$ cat src/sv/pcpd_pkg.sv
`default_nettype none

package pcpd_pkg;

    localparam int CAP_W    = 16;
    localparam int OVF_W    = 16;
    localparam int PERIOD_W = 17;
    localparam int CLK_W    = 27;
    localparam int TICK_W   = 32;
    localparam int SUM_W    = TICK_W + 1;
    localparam int DUTY_W   = 7;
    localparam int CFG_IDX_W = 2;
    localparam int STEP_W   = 5;

    localparam logic [CFG_IDX_W-1:0] CFG_MEASURE_MODE   = 2'd0;
    localparam logic [CFG_IDX_W-1:0] CFG_COUNTER_PERIOD = 2'd1;
    localparam logic [CFG_IDX_W-1:0] CFG_TIMER_CLOCK_HZ = 2'd2;

    localparam logic              RST_MEASURE_MODE   = 1'b1;
    localparam logic [PERIOD_W-1:0] RST_COUNTER_PERIOD = 17'd65535;
    localparam logic [CLK_W-1:0]  RST_TIMER_CLOCK_HZ = 27'd8000000;

    localparam logic [DUTY_W-1:0] DUTY_SCALE = 7'd100;

    localparam logic [STEP_W-1:0] FREQ_STEPS = 5'd27;
    localparam logic [STEP_W-1:0] DUTY_STEPS = 5'd7;

    typedef enum logic [1:0] {
        DIV_FREQ,
        DIV_HIGH,
        DIV_LOW
    } div_sel_t;

    typedef struct packed {
        logic     load_in;
        logic     mul_en;
        logic     upd_en;
        logic     div_load;
        logic     div_step;
        logic     div_store;
        div_sel_t div_sel;
        logic     out_load;
    } pcpd_cmd_t;

    typedef struct packed {
        logic alt_mode;
    } pcpd_stat_t;

endpackage

`default_nettype wire

$ cat src/sv/pcpd_ctrl.sv
`default_nettype none

module pcpd_ctrl (
    input  wire logic             clk,
    input  wire logic             rst_n,
    input  wire logic             in_valid,
    output logic                  in_stall,
    output logic                  out_valid,
    input  wire logic             out_stall,
    input  wire pcpd_pkg::pcpd_stat_t stat,
    output pcpd_pkg::pcpd_cmd_t   cmd
);
    import pcpd_pkg::*;

    typedef enum logic [2:0] {
        S_IDLE,
        S_MUL,
        S_UPD,
        S_LOAD,
        S_RUN,
        S_STORE,
        S_DONE
    } state_t;

    state_t             state_reg, state_next;
    div_sel_t           sel_reg, sel_next;
    logic [STEP_W-1:0]  count_reg, count_next;
    logic               out_valid_reg, out_valid_next;
    logic               out_free;

    assign out_free  = !out_valid_reg || !out_stall;
    assign in_stall  = (state_reg != S_IDLE);
    assign out_valid = out_valid_reg;

    always_comb
    begin
        state_next = state_reg;
        sel_next   = sel_reg;
        count_next = count_reg;
        cmd        = '0;
        cmd.div_sel = sel_reg;
        case (state_reg)
            S_IDLE:
            begin
                if (in_valid)
                begin
                    cmd.load_in = 1'b1;
                    state_next  = S_MUL;
                end
            end
            S_MUL:
            begin
                cmd.mul_en = 1'b1;
                state_next = S_UPD;
            end
            S_UPD:
            begin
                cmd.upd_en = 1'b1;
                sel_next   = DIV_FREQ;
                state_next = S_LOAD;
            end
            S_LOAD:
            begin
                cmd.div_load = 1'b1;
                count_next   = (sel_reg == DIV_FREQ) ? FREQ_STEPS - 1'b1 : DUTY_STEPS - 1'b1;
                state_next   = S_RUN;
            end
            S_RUN:
            begin
                cmd.div_step = 1'b1;
                count_next   = count_reg - 1'b1;
                if (count_reg == '0)
                begin
                    state_next = S_STORE;
                end
            end
            S_STORE:
            begin
                cmd.div_store = 1'b1;
                if (sel_reg == DIV_FREQ && stat.alt_mode)
                begin
                    sel_next   = DIV_HIGH;
                    state_next = S_LOAD;
                end
                else if (sel_reg == DIV_HIGH)
                begin
                    sel_next   = DIV_LOW;
                    state_next = S_LOAD;
                end
                else
                begin
                    state_next = S_DONE;
                end
            end
            S_DONE:
            begin
                if (out_free)
                begin
                    cmd.out_load = 1'b1;
                    state_next   = S_IDLE;
                end
            end
            default:
            begin
                state_next = S_IDLE;
            end
        endcase
        out_valid_next = cmd.out_load ? 1'b1 : (out_valid_reg && out_stall);
    end

    always_ff @(posedge clk or negedge rst_n)
    begin
        if (!rst_n)
        begin
            state_reg     <= S_IDLE;
            sel_reg       <= DIV_FREQ;
            count_reg     <= '0;
            out_valid_reg <= 1'b0;
        end
        else
        begin
            state_reg     <= state_next;
            sel_reg       <= sel_next;
            count_reg     <= count_next;
            out_valid_reg <= out_valid_next;
        end
    end

endmodule

`default_nettype wire

$ cat src/sv/pcpd_datapath.sv
`default_nettype none

module pcpd_datapath (
    input  wire logic                              clk,
    input  wire logic                              rst_n,
    input  wire logic                              cfg_wr_en,
    input  wire logic [pcpd_pkg::CFG_IDX_W-1:0]    cfg_index,
    input  wire logic [pcpd_pkg::CLK_W-1:0]        cfg_data,
    input  wire logic [pcpd_pkg::CAP_W-1:0]        capture_value,
    input  wire logic [pcpd_pkg::OVF_W-1:0]        overflow_count,
    input  wire pcpd_pkg::pcpd_cmd_t               cmd,
    output pcpd_pkg::pcpd_stat_t                   stat,
    output logic                                   ready_res,
    output logic [pcpd_pkg::TICK_W-1:0]            interval_ticks,
    output logic [pcpd_pkg::TICK_W-1:0]            high_ticks,
    output logic [pcpd_pkg::TICK_W-1:0]            low_ticks,
    output logic [pcpd_pkg::CLK_W-1:0]             frequency_hz,
    output logic [pcpd_pkg::DUTY_W-1:0]            high_duty_percent,
    output logic [pcpd_pkg::DUTY_W-1:0]            low_duty_percent
);
    import pcpd_pkg::*;

    localparam int NUM_W = TICK_W + DUTY_W;

    // configuration
    logic                 mode_reg;
    logic [PERIOD_W-1:0]  period_reg;
    logic [CLK_W-1:0]     clk_hz_reg;

    // measurement state
    logic [TICK_W-1:0]    last_stamp_reg;
    logic                 awaiting_falling_reg;
    logic [TICK_W-1:0]    high_count_reg;
    logic [TICK_W-1:0]    low_count_reg;
    logic [TICK_W-1:0]    last_interval_reg;
    logic                 ready_reg;

    // input and stamp
    logic [CAP_W-1:0]             cap_reg;
    logic [OVF_W-1:0]             ovf_reg;
    logic [OVF_W+PERIOD_W-1:0]    prod_reg;
    logic [TICK_W-1:0]            stamp;
    logic [TICK_W-1:0]            diff;

    // shared restoring divider
    logic [SUM_W-1:0]     rem_reg;
    logic [CLK_W-1:0]     numsh_reg;
    logic [CLK_W-1:0]     quot_reg;
    logic [SUM_W-1:0]     den_reg;
    logic                 den_zero_reg;
    logic [SUM_W:0]       rem_shift;
    logic [SUM_W+1:0]     trial;
    logic                 ge;
    logic [SUM_W-1:0]     sum;
    logic [SUM_W-1:0]     load_den;
    logic [TICK_W-1:0]    duty_cnt;
    logic [NUM_W-1:0]     duty_num;

    logic [CLK_W-1:0]     freq_res_reg;
    logic [DUTY_W-1:0]    hduty_res_reg;
    logic [DUTY_W-1:0]    lduty_res_reg;

    assign stat.alt_mode = mode_reg;

    assign stamp = TICK_W'({16'd0, cap_reg} + prod_reg[TICK_W-1:0]);
    assign diff  = stamp - last_stamp_reg;

    assign sum       = {1'b0, high_count_reg} + {1'b0, low_count_reg};
    assign load_den  = mode_reg ? sum : {1'b0, last_interval_reg};
    assign duty_cnt  = (cmd.div_sel == DIV_HIGH) ? high_count_reg : low_count_reg;
    assign duty_num  = NUM_W'(duty_cnt) * NUM_W'(DUTY_SCALE);

    assign rem_shift = {rem_reg, numsh_reg[CLK_W-1]};
    assign trial     = {1'b0, rem_shift} - {2'b00, den_reg};
    assign ge        = !trial[SUM_W+1];

    always_ff @(posedge clk or negedge rst_n)
    begin
        if (!rst_n)
        begin
            mode_reg             <= RST_MEASURE_MODE;
            period_reg           <= RST_COUNTER_PERIOD;
            clk_hz_reg           <= RST_TIMER_CLOCK_HZ;
            last_stamp_reg       <= '0;
            awaiting_falling_reg <= 1'b1;
            high_count_reg       <= '0;
            low_count_reg        <= '0;
            last_interval_reg    <= '0;
            ready_reg            <= 1'b0;
        end
        else
        begin
            if (cfg_wr_en)
            begin
                case (cfg_index)
                    CFG_MEASURE_MODE:   mode_reg   <= cfg_data[0];
                    CFG_COUNTER_PERIOD: period_reg <= cfg_data[PERIOD_W-1:0];
                    CFG_TIMER_CLOCK_HZ: clk_hz_reg <= cfg_data;
                    default:            ;
                endcase
            end
            if (cmd.upd_en)
            begin
                if (stamp != last_stamp_reg)
                begin
                    last_stamp_reg <= stamp;
                    if (!mode_reg)
                    begin
                        last_interval_reg <= diff;
                        ready_reg         <= 1'b1;
                    end
                    else if (awaiting_falling_reg)
                    begin
                        high_count_reg       <= diff;
                        awaiting_falling_reg <= 1'b0;
                        ready_reg            <= (low_count_reg != '0);
                    end
                    else
                    begin
                        low_count_reg        <= diff;
                        awaiting_falling_reg <= 1'b1;
                        ready_reg            <= (high_count_reg != '0);
                    end
                end
                else
                begin
                    ready_reg <= 1'b0;
                end
            end
        end
    end

    always_ff @(posedge clk)
    begin
        if (cmd.load_in)
        begin
            cap_reg <= capture_value;
            ovf_reg <= overflow_count;
        end
        if (cmd.mul_en)
        begin
            prod_reg <= ovf_reg * period_reg;
        end
        if (cmd.div_load)
        begin
            quot_reg <= '0;
            if (cmd.div_sel == DIV_FREQ)
            begin
                rem_reg      <= '0;
                numsh_reg    <= clk_hz_reg;
                den_reg      <= load_den;
                den_zero_reg <= (load_den == '0);
            end
            else
            begin
                // quotient fits in the low DUTY_W bits, so start past the top
                rem_reg      <= SUM_W'(duty_num[NUM_W-1:DUTY_W]);
                numsh_reg    <= {duty_num[DUTY_W-1:0], {(CLK_W-DUTY_W){1'b0}}};
                den_reg      <= sum;
                den_zero_reg <= (sum == '0);
            end
        end
        else if (cmd.div_step)
        begin
            rem_reg   <= ge ? trial[SUM_W-1:0] : rem_shift[SUM_W-1:0];
            numsh_reg <= {numsh_reg[CLK_W-2:0], 1'b0};
            quot_reg  <= {quot_reg[CLK_W-2:0], ge};
        end
        if (cmd.div_store)
        begin
            case (cmd.div_sel)
                DIV_FREQ: freq_res_reg  <= den_zero_reg ? '0 : quot_reg;
                DIV_HIGH: hduty_res_reg <= den_zero_reg ? '0 : quot_reg[DUTY_W-1:0];
                DIV_LOW:  lduty_res_reg <= den_zero_reg ? '0 : quot_reg[DUTY_W-1:0];
                default:  ;
            endcase
        end
        if (cmd.out_load)
        begin
            ready_res         <= ready_reg;
            interval_ticks    <= mode_reg ? '0 : last_interval_reg;
            high_ticks        <= high_count_reg;
            low_ticks         <= low_count_reg;
            frequency_hz      <= freq_res_reg;
            high_duty_percent <= mode_reg ? hduty_res_reg : '0;
            low_duty_percent  <= mode_reg ? lduty_res_reg : '0;
        end
    end

endmodule

`default_nettype wire

$ cat src/sv/pulse_capture_period_duty.sv
// channel  direction  handshake             beat
// in       input      in_valid / in_stall   capture_value, overflow_count
// out      output     out_valid / out_stall ready_res .. low_duty_percent
// cfg      input      cfg_wr_en             cfg_index, cfg_data
//
// single-edge mode: one 27-step frequency divide from accept to result
// alternating mode: frequency then two 7-step duty divides on one divider
// one beat in flight; in_stall is high from the cycle after accept until the result is loaded
// result sits in an output register, so the next beat is taken while out_stall holds it
// rst_n is asynchronous and restores register and measurement reset values
`default_nettype none

module pulse_capture_period_duty (
    input  wire logic                              clk,
    input  wire logic                              rst_n,
    input  wire logic                              in_valid,
    output logic                                   in_stall,
    input  wire logic [pcpd_pkg::CAP_W-1:0]        capture_value,
    input  wire logic [pcpd_pkg::OVF_W-1:0]        overflow_count,
    output logic                                   out_valid,
    input  wire logic                              out_stall,
    output logic                                   ready_res,
    output logic [pcpd_pkg::TICK_W-1:0]            interval_ticks,
    output logic [pcpd_pkg::TICK_W-1:0]            high_ticks,
    output logic [pcpd_pkg::TICK_W-1:0]            low_ticks,
    output logic [pcpd_pkg::CLK_W-1:0]             frequency_hz,
    output logic [pcpd_pkg::DUTY_W-1:0]            high_duty_percent,
    output logic [pcpd_pkg::DUTY_W-1:0]            low_duty_percent,
    input  wire logic                              cfg_wr_en,
    input  wire logic [pcpd_pkg::CFG_IDX_W-1:0]    cfg_index,
    input  wire logic [pcpd_pkg::CLK_W-1:0]        cfg_data
);
    import pcpd_pkg::*;

    pcpd_cmd_t  cmd;
    pcpd_stat_t stat;

    pcpd_ctrl u_ctrl (
        .clk       (clk),
        .rst_n     (rst_n),
        .in_valid  (in_valid),
        .in_stall  (in_stall),
        .out_valid (out_valid),
        .out_stall (out_stall),
        .stat      (stat),
        .cmd       (cmd)
    );

    pcpd_datapath u_datapath (
        .clk               (clk),
        .rst_n             (rst_n),
        .cfg_wr_en         (cfg_wr_en),
        .cfg_index         (cfg_index),
        .cfg_data          (cfg_data),
        .capture_value     (capture_value),
        .overflow_count    (overflow_count),
        .cmd               (cmd),
        .stat              (stat),
        .ready_res         (ready_res),
        .interval_ticks    (interval_ticks),
        .high_ticks        (high_ticks),
        .low_ticks         (low_ticks),
        .frequency_hz      (frequency_hz),
        .high_duty_percent (high_duty_percent),
        .low_duty_percent  (low_duty_percent)
    );

endmodule

`default_nettype wire

$ cat config.mk
export PLATFORM = sky130hd
export DESIGN_NAME = pulse_capture_period_duty
export DESIGN_NICKNAME = d
export VERILOG_FILES = /design/src/sv/pcpd_pkg.sv /design/src/sv/pcpd_ctrl.sv /design/src/sv/pcpd_datapath.sv /design/src/sv/pulse_capture_period_duty.sv
export SDC_FILE = /design/constraint.sdc
export NUM_CORES = 2
export LEC_CHECK = 0
export BUFFER_PORTS_ARGS = -buffer_cell sky130_fd_sc_hd__clkbuf_2
export CAP_MARGIN = 10
export CORE_ASPECT_RATIO = 0.6
export CORE_MARGIN = 2
export CORE_UTILIZATION = 57
export DETAILED_ROUTE_END_ITERATION = 16
export PLACE_DENSITY = 0.78
export REMOVE_ABC_BUFFERS = 1
export SLEW_MARGIN = 20
export SYNTH_ARGS = -nofsm -noshare
export SYNTH_HDL_FRONTEND = slang
export SYNTH_SLANG_ARGS = --single-unit
export TNS_END_PERCENT = 100
$ cat constraint.sdc
create_clock -name clk -period 6.8 [get_ports clk]
set_input_delay 0 -clock clk [delete_from_list [all_inputs] [get_ports clk]]
set_output_delay 0 -clock clk [all_outputs]
set_load 0.02 [all_outputs]
==> results.yml <==
logic_synthesis:
  synth_top_family_by_area: "adder cells"
  synth_xor_area_frac: 0.0342
  synth_top_area_frac: 0.260
  synth_mux_area_frac: 0.0666
  avgSynthCellArea_um2: 10.8
  synth_compound_area_frac: 0.0988
  synthSimpleGateAreaFrac: 0.123
  ys_warn_count: 0
  postSynthCellCount: 3614
  synth_edf_count: 337
  synth-main-ff-cell: "edfxtp_1"
  synth-adder-area-share: 0.224
  ys_ff_latch: 550
  synth-seq-area-share: 0.394
  yosys.area.top_type: "edfxtp_1"
  synth_area_leaders: "edfxtp_1, fa_1, dfrtp_1"
  async_flop_share: 0.338
  netlist_area_mm2: 0.0389
  synth_cell_types: 86
detailed_routing:
  post_drt_via_cell_ratio: 5.85
  antenna_left: 0
  post_drt_wl_per_cell_um: 21.5
  drc: 0
  wl_mm: 105
  first_iter_violations: 2948
  first_pass_iters: 6
  vias: 28700
timing:
  worst_pin_slew_ns: 1.06
  rsz0062_at_grt: "true"
  setup_viol: 0
  slew_violations: 0
  setup_ws_ns: 0.154
  max_freq_mhz: 150
  relSlewSlack: 0.284
  finalHoldViolCount: 0
  fin_skew_ns: 0.0352
  final.period_utilization: 0.977
  period_needed_ns: 6.65
floorplan:
  dieHeight_um: 206
  die_w_um: 341
  core_mm2: 0.0678
  top_level_ports: 206
  start_util: 0.574
  dieArea_mm2: 0.0705
  rows: 74
clocking:
  cts_tree: "yes"
  numCtsBuffers: 53
  clock-sinks: 550
  clk_pin_slew_ns: 0.07
  clkLatencyLatePin_ns: 0.65
  clk_path_buf_depth: 3
  htree_levels: 2
  root_buffer: "clkbuf_16"
global_routing:
  grt_max_degree: 68
  antenna_found_initial: 7
  grt_pass1_wl_mm: 163
  grt_pass1_vias: 27900
  grt_usage: 0.304
  overflow: 0
final_layout:
  final_common_cell: "inv_1"
  final_util: 0.655
  syn_to_final_growth_pct: 14.1
  final_cell_mix: "inv_1, nand2_1, edfxtp_1, ha_1, fa_1"
  nets: 4573
  fin_area_mm2: 0.0444
  final_layout_size_suffix_gt1_frac: 0.173
critical_path:
  startpoint_type: "flop"
  worst-path-max-fanout: 8
  required_ns: 7.18
  path_class: "reg -> reg"
  r2r_cells: 24
  crit_arrival_ns: 7.03
  cp-end-kind: "flop"
placed_design:
  dpl_cell_area_mm2: 0.0415
  dpl.hpwl_mm: 80.0
  place_congestion: 0.963
  place_ws_ns: -0.0683
  port_buffers: 205
flow_run:
  maxCapViolations: 0
worst_hold_path:
  min_path_type: "in -> reg"
  whs_path_depth: 2
run_status:
  status: "finished clean"
-- routing by layer --
metal | routed length (um) | global-route usage | vias to the layer above
met5 | 47 | 0 | -
met4 | 2120 | 0.0654 | 6
met3 | 14300 | 0.111 | 124
met2 | 39400 | 0.390 | 1459
met1 | 49600 | 0.479 | 14000
li1 | - | - | 13100
-- metrics by stage --
step | cells | hold slack, ns | TNS [ns]
finish | 4913 | 0.0816 | 0
global placement | 4719 | 0.0767 | 0
global route | 4912 | 0.0697 | -0.185
CTS | 4885 | 0.0465 | 0
detailed placement | 4719 | 0.0706 | -0.0683
floorplan | 3503 | -0.296 | 0
-- worst max-delay path: stages, from the launching register on --
cell	delay, ns
edfxtp_1	0.56
and2_4	0.22
fa_1	0.52
inv_1	0.05
fa_1	0.49
fa_1	0.52
inv_1	0.05
fa_1	0.49
fa_1	0.53
inv_1	0.05
fa_1	0.47
inv_1	0.06
ha_4	0.21
a21o_1	0.15
a21o_1	0.19
a21oi_2	0.16
o21ai_2	0.10
nor3_4	0.24
a2111oi_4	0.10
buf_4	0.15
o21a_1	0.17
o21a_1	0.22
o41ai_2	0.40
o21ba_2	0.21
xnor2_1	0.06
-- final cells by class --
| cell class | instances | area, um^2 |
|---|---|---|
| Tap cell | 912 | 1140 |
| Timing Repair Buffer | 396 | 2790 |
| Antenna cell | 2 | 5.00 |
| Clock inverter | 33 | 364 |
| Inverter | 489 | 1840 |
| Multi-Input combinational cell | 2464 | 21400 |
| Fill cell | 5290 | 23400 |
| Clock buffer | 67 | 1460 |
| Sequential cell | 550 | 15400 |
-- synthesized netlist by cell type (all sizes together) (20+ instances only) --
cell	number
mux2i	52
nor3	38
dfstp	25
nor4	29
a21oi	140
nand3	62
ha	315
nor2	132
and2	144
dfrtp	161
o21ai	114
mux2	175
edfxtp	337
nand2	345
nand2b	20
o21a	29
inv	489
a21o	77
dfxtp	27
a31oi	21
nor2b	90
and3	22
a211oi	21
xor2	54
fa	238
clkbuf	83
a22o	33
xnor2	98
buf	28
-- worst paths after layout --
path	start	end	slack (ns)
max	u_datapath.ovf_reg[4]	u_datapath.prod_reg[28]	0.15
min	overflow_count[15]	u_datapath.ovf_reg[15]	0.08
max reg2reg	u_datapath.ovf_reg[4]	u_datapath.prod_reg[28]	0.15
min reg2reg	u_datapath.freq_res_reg[5]	u_datapath.frequency_hz[5]	0.42
max in group asynchronous	rst_n	u_datapath.last_stamp_reg[14]	5.75
min in group asynchronous	rst_n	u_datapath.clk_hz_reg[22]	0.13
-- timing repair --
item | 4_1_cts | 5_1_grt
gates resized for setup | 2 | 42
endpoints found under the setup margin | 1 | 78
endpoints found under the hold margin | 148 | 0
pin swaps | 0 | 28
setup buffers | 0 | 26
hold buffers | 66 | 0
-- kinds of logic after synthesis --
family | Yosys count
AOI/OAI and AO/OA | 573
xor gates and xnor gates | 152
adders and majority gates | 553
buffers and inverters | 600
DFF | 550
muxes | 227
and+or+nand+nor | 959
Power is left out: the tool's default activity adds up to more than one toggle a clock period on the data nets, which glitch-free logic cannot reach.
